**config.mk**
```make
export PLATFORM = sky130hd
export DESIGN_NAME = six_axis_idle_hold_response
export DESIGN_NICKNAME = d
export VERILOG_FILES = /design/src/sv/sahr_pkg.sv /design/src/sv/sahr_ctrl.sv /design/src/sv/sahr_dp.sv /design/src/sv/six_axis_idle_hold_response.sv
export SDC_FILE = /design/constraint.sdc
export NUM_CORES = 2
export LEC_CHECK = 0
export CAP_MARGIN = 20
export CORE_UTILIZATION = 60
export CTS_CLUSTER_DIAMETER = 100
export DETAILED_ROUTE_END_ITERATION = 8
export DONT_BUFFER_PORTS = 1
export HOLD_SLACK_MARGIN = 0.1
export PLACE_DENSITY = 0.76
export SLEW_MARGIN = 20
export SYNTH_ARGS = -nofsm -noshare
export SYNTH_HDL_FRONTEND = slang
export SYNTH_SLANG_ARGS = --single-unit
```
**constraint.sdc**
```tcl
create_clock -name clk -period 29.9 [get_ports clk]
set_clock_uncertainty 0.15 [all_clocks]
set_input_delay 2.99 -clock clk [delete_from_list [all_inputs] [get_ports clk]]
set_output_delay 2.99 -clock clk [all_outputs]
set_load 0.005 [all_outputs]
```
**src/sv/sahr_pkg.sv**
```systemverilog
// Package for the six-axis idle-hold response block.
// Types, constants, codes and axis remap tables shared by the controller,
// datapath and top level. No dependencies.
package sahr_pkg;

    localparam int VALUE_BITS_DEF = 16;
    localparam int COUNT_BITS_DEF = 4;

    localparam int AXES       = 6;
    localparam int AXIS_IDX_W = 3;
    localparam int THR_W      = 4;
    localparam int GAIN_W     = 12;
    localparam int GAIN_SHIFT = 12;
    localparam int OUT_W      = 31;
    localparam int MAG_W      = 30;
    localparam int BTN_W      = 2;
    localparam int CFG_IDX_W  = 2;
    localparam int CFG_DATA_W = 12;
    localparam int IN_DATA_W  = 64;
    localparam int OUT_DATA_W = 192;

    localparam logic [THR_W-1:0]  THR_RESET   = 4'd3;
    localparam logic [GAIN_W-1:0] TRANS_RESET = 12'd1049;
    localparam logic [GAIN_W-1:0] ROT_RESET   = 12'd839;
    localparam logic [MAG_W-1:0]  MAG_MAX     = '1;

    localparam logic [15:0] TYPE_KEY   = 16'd1;
    localparam logic [15:0] TYPE_REL   = 16'd2;
    localparam logic [15:0] BTN_FIRST  = 16'd256;
    localparam logic [15:0] BTN_SECOND = 16'd257;

    localparam logic CMD_EVENT = 1'b0;
    localparam logic CMD_FRAME = 1'b1;

    localparam logic [CFG_IDX_W-1:0] CFG_IDLE_THR = 2'd0;
    localparam logic [CFG_IDX_W-1:0] CFG_TRANS    = 2'd1;
    localparam logic [CFG_IDX_W-1:0] CFG_ROT      = 2'd2;

    typedef enum logic [2:0] {
        ST_IDLE,
        ST_UPDATE,
        ST_SQ,
        ST_MUL,
        ST_DONE
    } ctrl_state_t;

    typedef struct packed {
        logic                  ev_write;
        logic                  update;
        logic                  sq;
        logic                  mul;
        logic                  load_out;
        logic [AXIS_IDX_W-1:0] idx;
    } dp_cmd_t;

    // output slot -> source axis (tx ty tz rx ry rz = 0..5)
    function automatic logic [AXIS_IDX_W-1:0] out_src(input logic [AXIS_IDX_W-1:0] k);
        logic [AXIS_IDX_W-1:0] s;
        case (k)
            3'd0:    s = 3'd0;
            3'd1:    s = 3'd2;
            3'd2:    s = 3'd1;
            3'd3:    s = 3'd3;
            3'd4:    s = 3'd5;
            3'd5:    s = 3'd4;
            default: s = 3'd0;
        endcase
        return s;
    endfunction

    function automatic logic out_negate(input logic [AXIS_IDX_W-1:0] k);
        return k inside {3'd1, 3'd2, 3'd4, 3'd5};
    endfunction

    function automatic logic out_is_rot(input logic [AXIS_IDX_W-1:0] k);
        return k >= 3'd3;
    endfunction

endpackage

```
**src/sv/sahr_ctrl.sv**
```systemverilog
// Controller for the six-axis idle-hold response block.
// Sequences the frame-end update and the per-axis multiply steps; owns the
// output valid flag. Depends on sahr_pkg.
module sahr_ctrl (
    input  logic              clk,
    input  logic              rst_n,
    input  logic              s_tvalid,
    output logic              s_tready,
    input  logic              frame_cmd,
    output logic              m_tvalid,
    input  logic              m_tready,
    output sahr_pkg::dp_cmd_t cmd
);
    import sahr_pkg::*;

    ctrl_state_t           state_reg, state_next;
    logic [AXIS_IDX_W-1:0] idx_reg, idx_next;
    logic                  m_tvalid_reg, m_tvalid_next;

    always_ff @(posedge clk or negedge rst_n)
    begin
        if (!rst_n)
        begin
            state_reg    <= ST_IDLE;
            idx_reg      <= '0;
            m_tvalid_reg <= 1'b0;
        end
        else
        begin
            state_reg    <= state_next;
            idx_reg      <= idx_next;
            m_tvalid_reg <= m_tvalid_next;
        end
    end

    always_comb
    begin
        state_next   = state_reg;
        idx_next     = idx_reg;
        s_tready     = 1'b0;
        cmd          = '0;
        cmd.idx      = idx_reg;
        case (state_reg)
            ST_IDLE:
            begin
                s_tready = 1'b1;
                if (s_tvalid)
                begin
                    if (frame_cmd == CMD_FRAME)
                        state_next = ST_UPDATE;
                    else
                        cmd.ev_write = 1'b1;
                end
            end
            ST_UPDATE:
            begin
                cmd.update = 1'b1;
                idx_next   = '0;
                state_next = ST_SQ;
            end
            ST_SQ:
            begin
                cmd.sq     = 1'b1;
                state_next = ST_MUL;
            end
            ST_MUL:
            begin
                cmd.mul = 1'b1;
                if (idx_reg == AXIS_IDX_W'(AXES - 1))
                    state_next = ST_DONE;
                else
                begin
                    idx_next   = idx_reg + 1'b1;
                    state_next = ST_SQ;
                end
            end
            ST_DONE:
            begin
                if (!m_tvalid_reg || m_tready)
                begin
                    cmd.load_out = 1'b1;
                    state_next   = ST_IDLE;
                end
            end
            default:
                state_next = ST_IDLE;
        endcase
    end

    always_comb
    begin
        if (cmd.load_out)
            m_tvalid_next = 1'b1;
        else if (m_tready)
            m_tvalid_next = 1'b0;
        else
            m_tvalid_next = m_tvalid_reg;
    end

    assign m_tvalid = m_tvalid_reg;

endmodule

```
**src/sv/sahr_dp.sv**
```systemverilog
// Datapath for the six-axis idle-hold response block.
// Config registers, axis/button state, idle counters, square and gain
// multipliers shared by all axes, result staging and output register. Depends on sahr_pkg.
module sahr_dp #(
    parameter int VALUE_BITS = sahr_pkg::VALUE_BITS_DEF,
    parameter int COUNT_BITS = sahr_pkg::COUNT_BITS_DEF
) (
    input  logic                             clk,
    input  logic                             rst_n,
    input  sahr_pkg::dp_cmd_t                cmd,
    input  logic [sahr_pkg::IN_DATA_W-1:0]   s_tdata,
    input  logic                             cfg_write,
    input  logic [sahr_pkg::CFG_IDX_W-1:0]   cfg_index,
    input  logic [sahr_pkg::CFG_DATA_W-1:0]  cfg_data,
    output logic [sahr_pkg::OUT_DATA_W-1:0]  m_tdata
);
    import sahr_pkg::*;

    localparam int MAGV_W  = VALUE_BITS - 1;
    localparam int SQ_W    = 2 * MAGV_W;
    localparam int PROD_W  = SQ_W + GAIN_W;
    localparam int RW      = (SQ_W > OUT_W) ? SQ_W : OUT_W;
    localparam int CMP_W   = (COUNT_BITS > THR_W) ? COUNT_BITS : THR_W;
    localparam int LIM     = (1 << (VALUE_BITS - 1)) - 1;
    localparam int PAY_W   = AXES * OUT_W + 2 * BTN_W;

    logic [THR_W-1:0]  thr_reg;
    logic [GAIN_W-1:0] trans_reg;
    logic [GAIN_W-1:0] rot_reg;

    logic signed [VALUE_BITS-1:0] axis_reg [AXES];
    logic [COUNT_BITS-1:0]        cnt_reg  [AXES];
    logic [AXES-1:0]              active_reg;
    logic [BTN_W-1:0]             btn0_reg, btn1_reg;

    logic [SQ_W-1:0]   sq_reg;
    logic [GAIN_W-1:0] gain_reg;
    logic              neg_reg;
    logic [OUT_W-1:0]  res_reg [AXES];
    logic [PAY_W-1:0]  out_reg;

    // event decode
    logic [15:0]          ev_type, ev_code;
    logic signed [31:0]   ev_val;
    logic [BTN_W-1:0]     btn_clamp;
    logic signed [31:0]   val_sat;

    assign ev_type = s_tdata[15:0];
    assign ev_code = s_tdata[31:16];
    assign ev_val  = s_tdata[63:32];

    always_comb
    begin
        if (ev_val < 0)
            btn_clamp = 2'd0;
        else if (ev_val > 32'sd2)
            btn_clamp = 2'd2;
        else
            btn_clamp = ev_val[BTN_W-1:0];

        if (ev_val > LIM)
            val_sat = LIM;
        else if (ev_val < -LIM)
            val_sat = -LIM;
        else
            val_sat = ev_val;
    end

    // frame-end idle update, one lane per axis
    logic [COUNT_BITS-1:0] cnt_upd [AXES];
    logic [AXES-1:0]       clear_ax;

    always_comb
    begin
        for (int i = 0; i < AXES; i++)
        begin
            if (active_reg[i])
                cnt_upd[i] = '0;
            else if (cnt_reg[i] != '1)
                cnt_upd[i] = cnt_reg[i] + 1'b1;
            else
                cnt_upd[i] = cnt_reg[i];
            clear_ax[i] = CMP_W'(cnt_upd[i]) >= CMP_W'(thr_reg);
        end
    end

    always_ff @(posedge clk or negedge rst_n)
    begin
        if (!rst_n)
        begin
            thr_reg   <= THR_RESET;
            trans_reg <= TRANS_RESET;
            rot_reg   <= ROT_RESET;
        end
        else if (cfg_write)
        begin
            case (cfg_index)
                CFG_IDLE_THR: thr_reg   <= cfg_data[THR_W-1:0];
                CFG_TRANS:    trans_reg <= cfg_data[GAIN_W-1:0];
                CFG_ROT:      rot_reg   <= cfg_data[GAIN_W-1:0];
                default:      ;
            endcase
        end
    end

    always_ff @(posedge clk or negedge rst_n)
    begin
        if (!rst_n)
        begin
            for (int i = 0; i < AXES; i++)
            begin
                axis_reg[i] <= '0;
                cnt_reg[i]  <= '0;
            end
            active_reg <= '0;
            btn0_reg   <= '0;
            btn1_reg   <= '0;
        end
        else if (cmd.ev_write)
        begin
            if (ev_type == TYPE_KEY && ev_code == BTN_FIRST)
                btn0_reg <= btn_clamp;
            else if (ev_type == TYPE_KEY && ev_code == BTN_SECOND)
                btn1_reg <= btn_clamp;
            else if (ev_type == TYPE_REL && ev_code < 16'(AXES))
            begin
                axis_reg[ev_code[AXIS_IDX_W-1:0]]   <= val_sat[VALUE_BITS-1:0];
                active_reg[ev_code[AXIS_IDX_W-1:0]] <= 1'b1;
            end
        end
        else if (cmd.update)
        begin
            for (int i = 0; i < AXES; i++)
            begin
                cnt_reg[i] <= cnt_upd[i];
                if (clear_ax[i])
                    axis_reg[i] <= '0;
            end
            active_reg <= '0;
        end
    end

    // square step
    logic signed [VALUE_BITS-1:0] sel_v;
    logic [VALUE_BITS-1:0]        sel_abs;
    logic [MAGV_W-1:0]            sel_mag;
    logic [SQ_W-1:0]              sq_val;

    assign sel_v   = axis_reg[out_src(cmd.idx)];
    assign sel_abs = sel_v[VALUE_BITS-1] ? VALUE_BITS'(-sel_v) : VALUE_BITS'(sel_v);
    assign sel_mag = sel_abs[MAGV_W-1:0];
    assign sq_val  = sel_mag * sel_mag;

    always_ff @(posedge clk)
    begin
        if (cmd.sq)
        begin
            sq_reg   <= sq_val;
            gain_reg <= out_is_rot(cmd.idx) ? rot_reg : trans_reg;
            neg_reg  <= sel_v[VALUE_BITS-1] ^ out_negate(cmd.idx);
        end
    end

    // gain step, scale and saturate
    logic [PROD_W-1:0] prod;
    logic [RW-1:0]     r_ext;
    logic [MAG_W-1:0]  mag_sat;
    logic [OUT_W-1:0]  res_val;

    assign prod    = PROD_W'(sq_reg) * PROD_W'(gain_reg);
    assign r_ext   = RW'(prod[PROD_W-1:GAIN_SHIFT]);
    assign mag_sat = (r_ext > RW'(MAG_MAX)) ? MAG_MAX : r_ext[MAG_W-1:0];
    assign res_val = neg_reg ? -{1'b0, mag_sat} : {1'b0, mag_sat};

    always_ff @(posedge clk)
    begin
        if (cmd.mul)
            res_reg[cmd.idx] <= res_val;
    end

    always_ff @(posedge clk)
    begin
        if (cmd.load_out)
            out_reg <= {btn1_reg, btn0_reg, res_reg[5], res_reg[4], res_reg[3],
                        res_reg[2], res_reg[1], res_reg[0]};
    end

    assign m_tdata = OUT_DATA_W'(out_reg);

endmodule

```
**src/sv/six_axis_idle_hold_response.sv**
```systemverilog
// Six-axis idle-hold response: event latch, idle hold and squared responses.
// Event items are accepted whenever the block is idle. A frame-end item
// occupies the block for one idle update, then six axes of square and gain
// steps on multipliers shared by all axes; the result is valid once the
// output register is loaded, later only while the previous result still waits there.
// Events are taken while a result waits on the output register.
// Reset (rst_n low, asynchronous): state cleared, registers to defaults.
module six_axis_idle_hold_response #(
    parameter int VALUE_BITS = sahr_pkg::VALUE_BITS_DEF,
    parameter int COUNT_BITS = sahr_pkg::COUNT_BITS_DEF
) (
    input  logic                             clk,
    input  logic                             rst_n,
    input  logic                             s_tvalid,
    output logic                             s_tready,
    // event_type[15:0], event_code[31:16], event_value[63:32]
    input  logic [sahr_pkg::IN_DATA_W-1:0]   s_tdata,
    // command[0]
    input  logic                             s_tuser,
    output logic                             m_tvalid,
    input  logic                             m_tready,
    // out_tx[30:0], out_ty[61:31], out_tz[92:62], out_rx[123:93],
    // out_ry[154:124], out_rz[185:155], button_first[187:186],
    // button_second[189:188], zero fill[191:190]
    output logic [sahr_pkg::OUT_DATA_W-1:0]  m_tdata,
    input  logic                             cfg_valid,
    output logic                             cfg_ready,
    input  logic [sahr_pkg::CFG_IDX_W-1:0]   cfg_index,
    input  logic [sahr_pkg::CFG_DATA_W-1:0]  cfg_data
);
    import sahr_pkg::*;

    dp_cmd_t cmd;

    assign cfg_ready = 1'b1;

    sahr_ctrl u_ctrl (
        .clk       (clk),
        .rst_n     (rst_n),
        .s_tvalid  (s_tvalid),
        .s_tready  (s_tready),
        .frame_cmd (s_tuser),
        .m_tvalid  (m_tvalid),
        .m_tready  (m_tready),
        .cmd       (cmd)
    );

    sahr_dp #(
        .VALUE_BITS (VALUE_BITS),
        .COUNT_BITS (COUNT_BITS)
    ) u_dp (
        .clk       (clk),
        .rst_n     (rst_n),
        .cmd       (cmd),
        .s_tdata   (s_tdata),
        .cfg_write (cfg_valid && cfg_ready),
        .cfg_index (cfg_index),
        .cfg_data  (cfg_data),
        .m_tdata   (m_tdata)
    );

    a_frame_busy: assert property (@(posedge clk) disable iff (!rst_n)
        (s_tvalid && s_tready && s_tuser == CMD_FRAME) |=> !s_tready)
        else $error("block ready straight after frame-end item");

    a_load_valid: assert property (@(posedge clk) disable iff (!rst_n)
        cmd.load_out |=> m_tvalid)
        else $error("output load without valid");

    a_cmd_onehot: assert property (@(posedge clk) disable iff (!rst_n)
        $onehot0({cmd.ev_write, cmd.update, cmd.sq, cmd.mul, cmd.load_out}))
        else $error("datapath commands overlap");

    a_sq_then_mul: assert property (@(posedge clk) disable iff (!rst_n)
        cmd.sq |=> (cmd.mul && cmd.idx == $past(cmd.idx)))
        else $error("square step not followed by gain step");

endmodule
```
==> metrics.md <==
| Metric | Value |
|---|---|
| Post-DP Area | `39,800 µm²` |
| Post-DRT Antenna Nets | `0` |
| Initial Util | `0.606` |
| Count of cell types in the netlist | `85` |
| Setup crit end | `u_dp.sq_reg[29]` |
| Unrepaired setup endpoints after global routing | `false` |
| Crit path launch type | `flip-flop` |
| Final Max Slew Viols | `0` |
| Setup-failing EPs final | `0` |
| Post-synth top flop | `edfxtp_1` |
| Crit Path Class | `reg2reg` |
| Hold Worst Slack | `0.250 ns` |
| ANT cells | `0` |
| Final hold viol count | `0` |
| Num CTS Buffers | `56` |
| WP data required | `30.11 ns` |
| Area occupied by multi-input gates | `20,000 µm²` |
| Die area | `66,100 µm²` |
| Core area | `64,300 µm²` |
| Worst r2r src | `u_ctrl.idx_reg[2]` |
| Tcrit/Tclk final | `0.347` |
| # port buffers | `0` |
| Vias in the first global route | `25,594` |
| Ys async rst share | `0.283` |
| Post-synth EDFFs | `418` |
| CP max FO | `27` |
| Cell area after layout | `41,800 µm²` |
| CP Launch Point | `u_ctrl.idx_reg[2]` |
| Initial DRC Count | `2,115` |
| Worst r2r dst | `u_dp.sq_reg[29]` |
| Register area | `16,700 µm²` |
| Synthesized area per cell | `11.3 µm²` |
| Synth warn | `0` |
| Worst path top cell family by delay | `adder cells` |
| GRT Util Overall | `0.268` |
| GRT met3 Usage | `0.0361` |
| Share of layout cells above drive strength 1 | `0.0649` |
| Die H | `257 µm` |
| # rows | `93` |
| CTS tree | `yes` |
| Post-synthesis register bit count | `583` |
| CTS root buffer | `clkbuf_16` |
| Seq/Total Area, Yosys | `0.428` |
| Wirelength, routed | `86,500 µm` |
| Cells after Synth | `3,468` |
| # DRC | `0` |
| Layout Nets | `4,121` |
| CP Buf/Inv Count | `8` |
| Fmax | `96.4 MHz` |
| R2r setup slk | `19.53 ns` |
| Tmin final | `10.37 ns` |
| Via count | `24,884` |
| PostCTS Resize Cnt | `0` |
| Worst min-delay path class | `reg2reg` |
| Clock buffer depth | `3` |
| Final Wtd Congestion | `0.890` |
| Clock Sinks | `583` |
| Max-Cap Viols | `0` |
| TNS Setup | `0 ns` |
| GRT busiest layer | `met2` |
| Final core occ | `0.650` |
| Insertion delay to the later sink of the worst-skew pair | `0.66 ns` |
| Clk slew on worst S/H paths | `0.07 ns` |
| Routed length per instance | `20.0 µm` |
| Outcome | `finished, final reports clean` |
| Initial antenna violation count | `1` |
| Crit path DAT | `10.58 ns` |
| Slowest cell on crit path | `a2111oi_0` |
| Max_slew headroom | `0.205` |
| Met1 usage | `0.358` |
| Crit. End Element | `flip-flop` |
| Largest net degree at the start of global routing | `166` |
| DR vias/cell | `5.76` |
| Layout area overhead | `7.15%` |
| GRT Residual Overflow | `0` |
| Die W | `257 µm` |
| Critical Path Stages | `36` |
| Critical path's largest stage delay | `0.63 ns` |
| H-tree depth | `2` |
| First-pass GRT wire length | `140,000 µm` |
| DR pass1 iterations | `6` |
| # IOs | `279` |
| DPL Wire Length | `61,800 µm` |
| Hold buffer count at CTS | `0` |
| Met2 Resource Use GR | `0.457` |
| Post-CTS setup buffers | `0` |
| Fill cell count | `4,749` |
| Slew @ Worst Pin | `1.18 ns` |
| Cells on worst reg2reg path | `36` |
| Post-synth design cell area | `39,000 µm²` |
## cells by family after synthesis
kind of cell             count (synthesis)  synth area share
adder cells (fa/ha/maj)                617             0.276
XOR/XNOR                                99            0.0222
buffers and inverters                  627            0.0616
AO/OA/AOI/OAI                          437            0.0688
other                                    2          0.000192
AND/OR/NAND/NOR                       1035             0.121
multiplexers                            68            0.0222
flip-flops                             583             0.428
## worst min path at each step
stage / start / end / slack [ns] / cells after the start
2_1_floorplan: u_dp.res_reg[0][0] / m_tdata[0] / 0.25 / 0
3_3_place_gp: u_dp.res_reg[1][5] / m_tdata[36] / 0.25 / 0
3_5_place_dp: u_dp.res_reg[3][15] / m_tdata[108] / 0.25 / 0
4_1_cts: u_dp.res_reg[3][28] / m_tdata[121] / 0.27 / 0
5_1_grt: u_dp.res_reg[4][25] / m_tdata[149] / 0.27 / 0
6_report: u_dp.res_reg[1][24] / m_tdata[55] / 0.25 / 0
## per-stage QoR
step,std cells,worst slack (ns)
detailed placement,4216,19.54
finish,4323,19.53
global placement,4214,19.68
global route,4323,18.81
floorplan,3469,20.22
CTS,4322,19.51
## cell type report
class / count / share of cell area
clock buffers: 66 / 0.0354
clock inverters: 40 / 0.0126
inverters: 493 / 0.0443
multi-input cells: 2259 / 0.477
flip-flops and latches: 583 / 0.399
well taps: 855 / 0.0256
repair buffers: 27 / 0.00539
## worst register-to-register path, delay by kind of cell, from the launching register on
family,cells,cell delay [ns]
adder cells (fa/ha/maj),9,3.83
XOR/XNOR,2,0.23
AO/OA/AOI/OAI,11,2.96
flip-flops,1,0.55
buffers and inverters,8,0.94
AND/OR/NAND/NOR,6,1.41
## per-layer routing
layer / routed length [µm] / share of wire
met4: 2440 / 0.028
met3: 5060 / 0.059
met1: 36200 / 0.42
met5: 0 / 0
met2: 42800 / 0.49
## cell usage after synthesis (10+ instances only)
master,number,share of area
a211o_1,13,0.0029
a211oi_1,11,0.0021
a21o_1,22,0.0042
a21oi_1,122,0.016
a31oi_1,20,0.0032
and2_1,112,0.018
and3_1,15,0.0024
clkbuf_1,114,0.011
dfrtp_1,153,0.098
dfstp_2,12,0.0081
edfxtp_1,418,0.32
fa_1,405,0.21
ha_1,212,0.068
inv_1,490,0.047
mux2_2,47,0.014
mux2i_1,11,0.0028
mux4_2,10,0.0058
nand2_1,545,0.052
nand2b_1,20,0.0032
nand3_1,38,0.0049
nand4_1,19,0.0030
nor2_1,164,0.016
nor2b_1,11,0.0018
nor3_1,34,0.0044
nor3b_1,15,0.0029
nor4_1,19,0.0030
o21a_1,17,0.0033
o21ai_0,150,0.019
o31ai_1,14,0.0027
xnor2_1,65,0.015
xor2_1,34,0.0076
## placed cells by master (no fill, tap or decap), drive strengths merged, types with 15 or more instances in the layout
master	count
and3	15
xnor2	65
nand3	38
mux2	47
and2	114
nand2b	20
nor2	164
a21o	22
nor3	34
clkinv	21
nand4	19
o21a	17
nand2	545
dfrtp	153
clkbuf	66
nor3b	15
nor4	21
buf	27
xor2	34
a21oi	123
a31oi	20
o21ai	155
edfxtp	418
ha	212
inv	497
fa	405
Power is not shown: default switching activity piles up to over one toggle a cycle in this logic, so the estimate is an artifact.
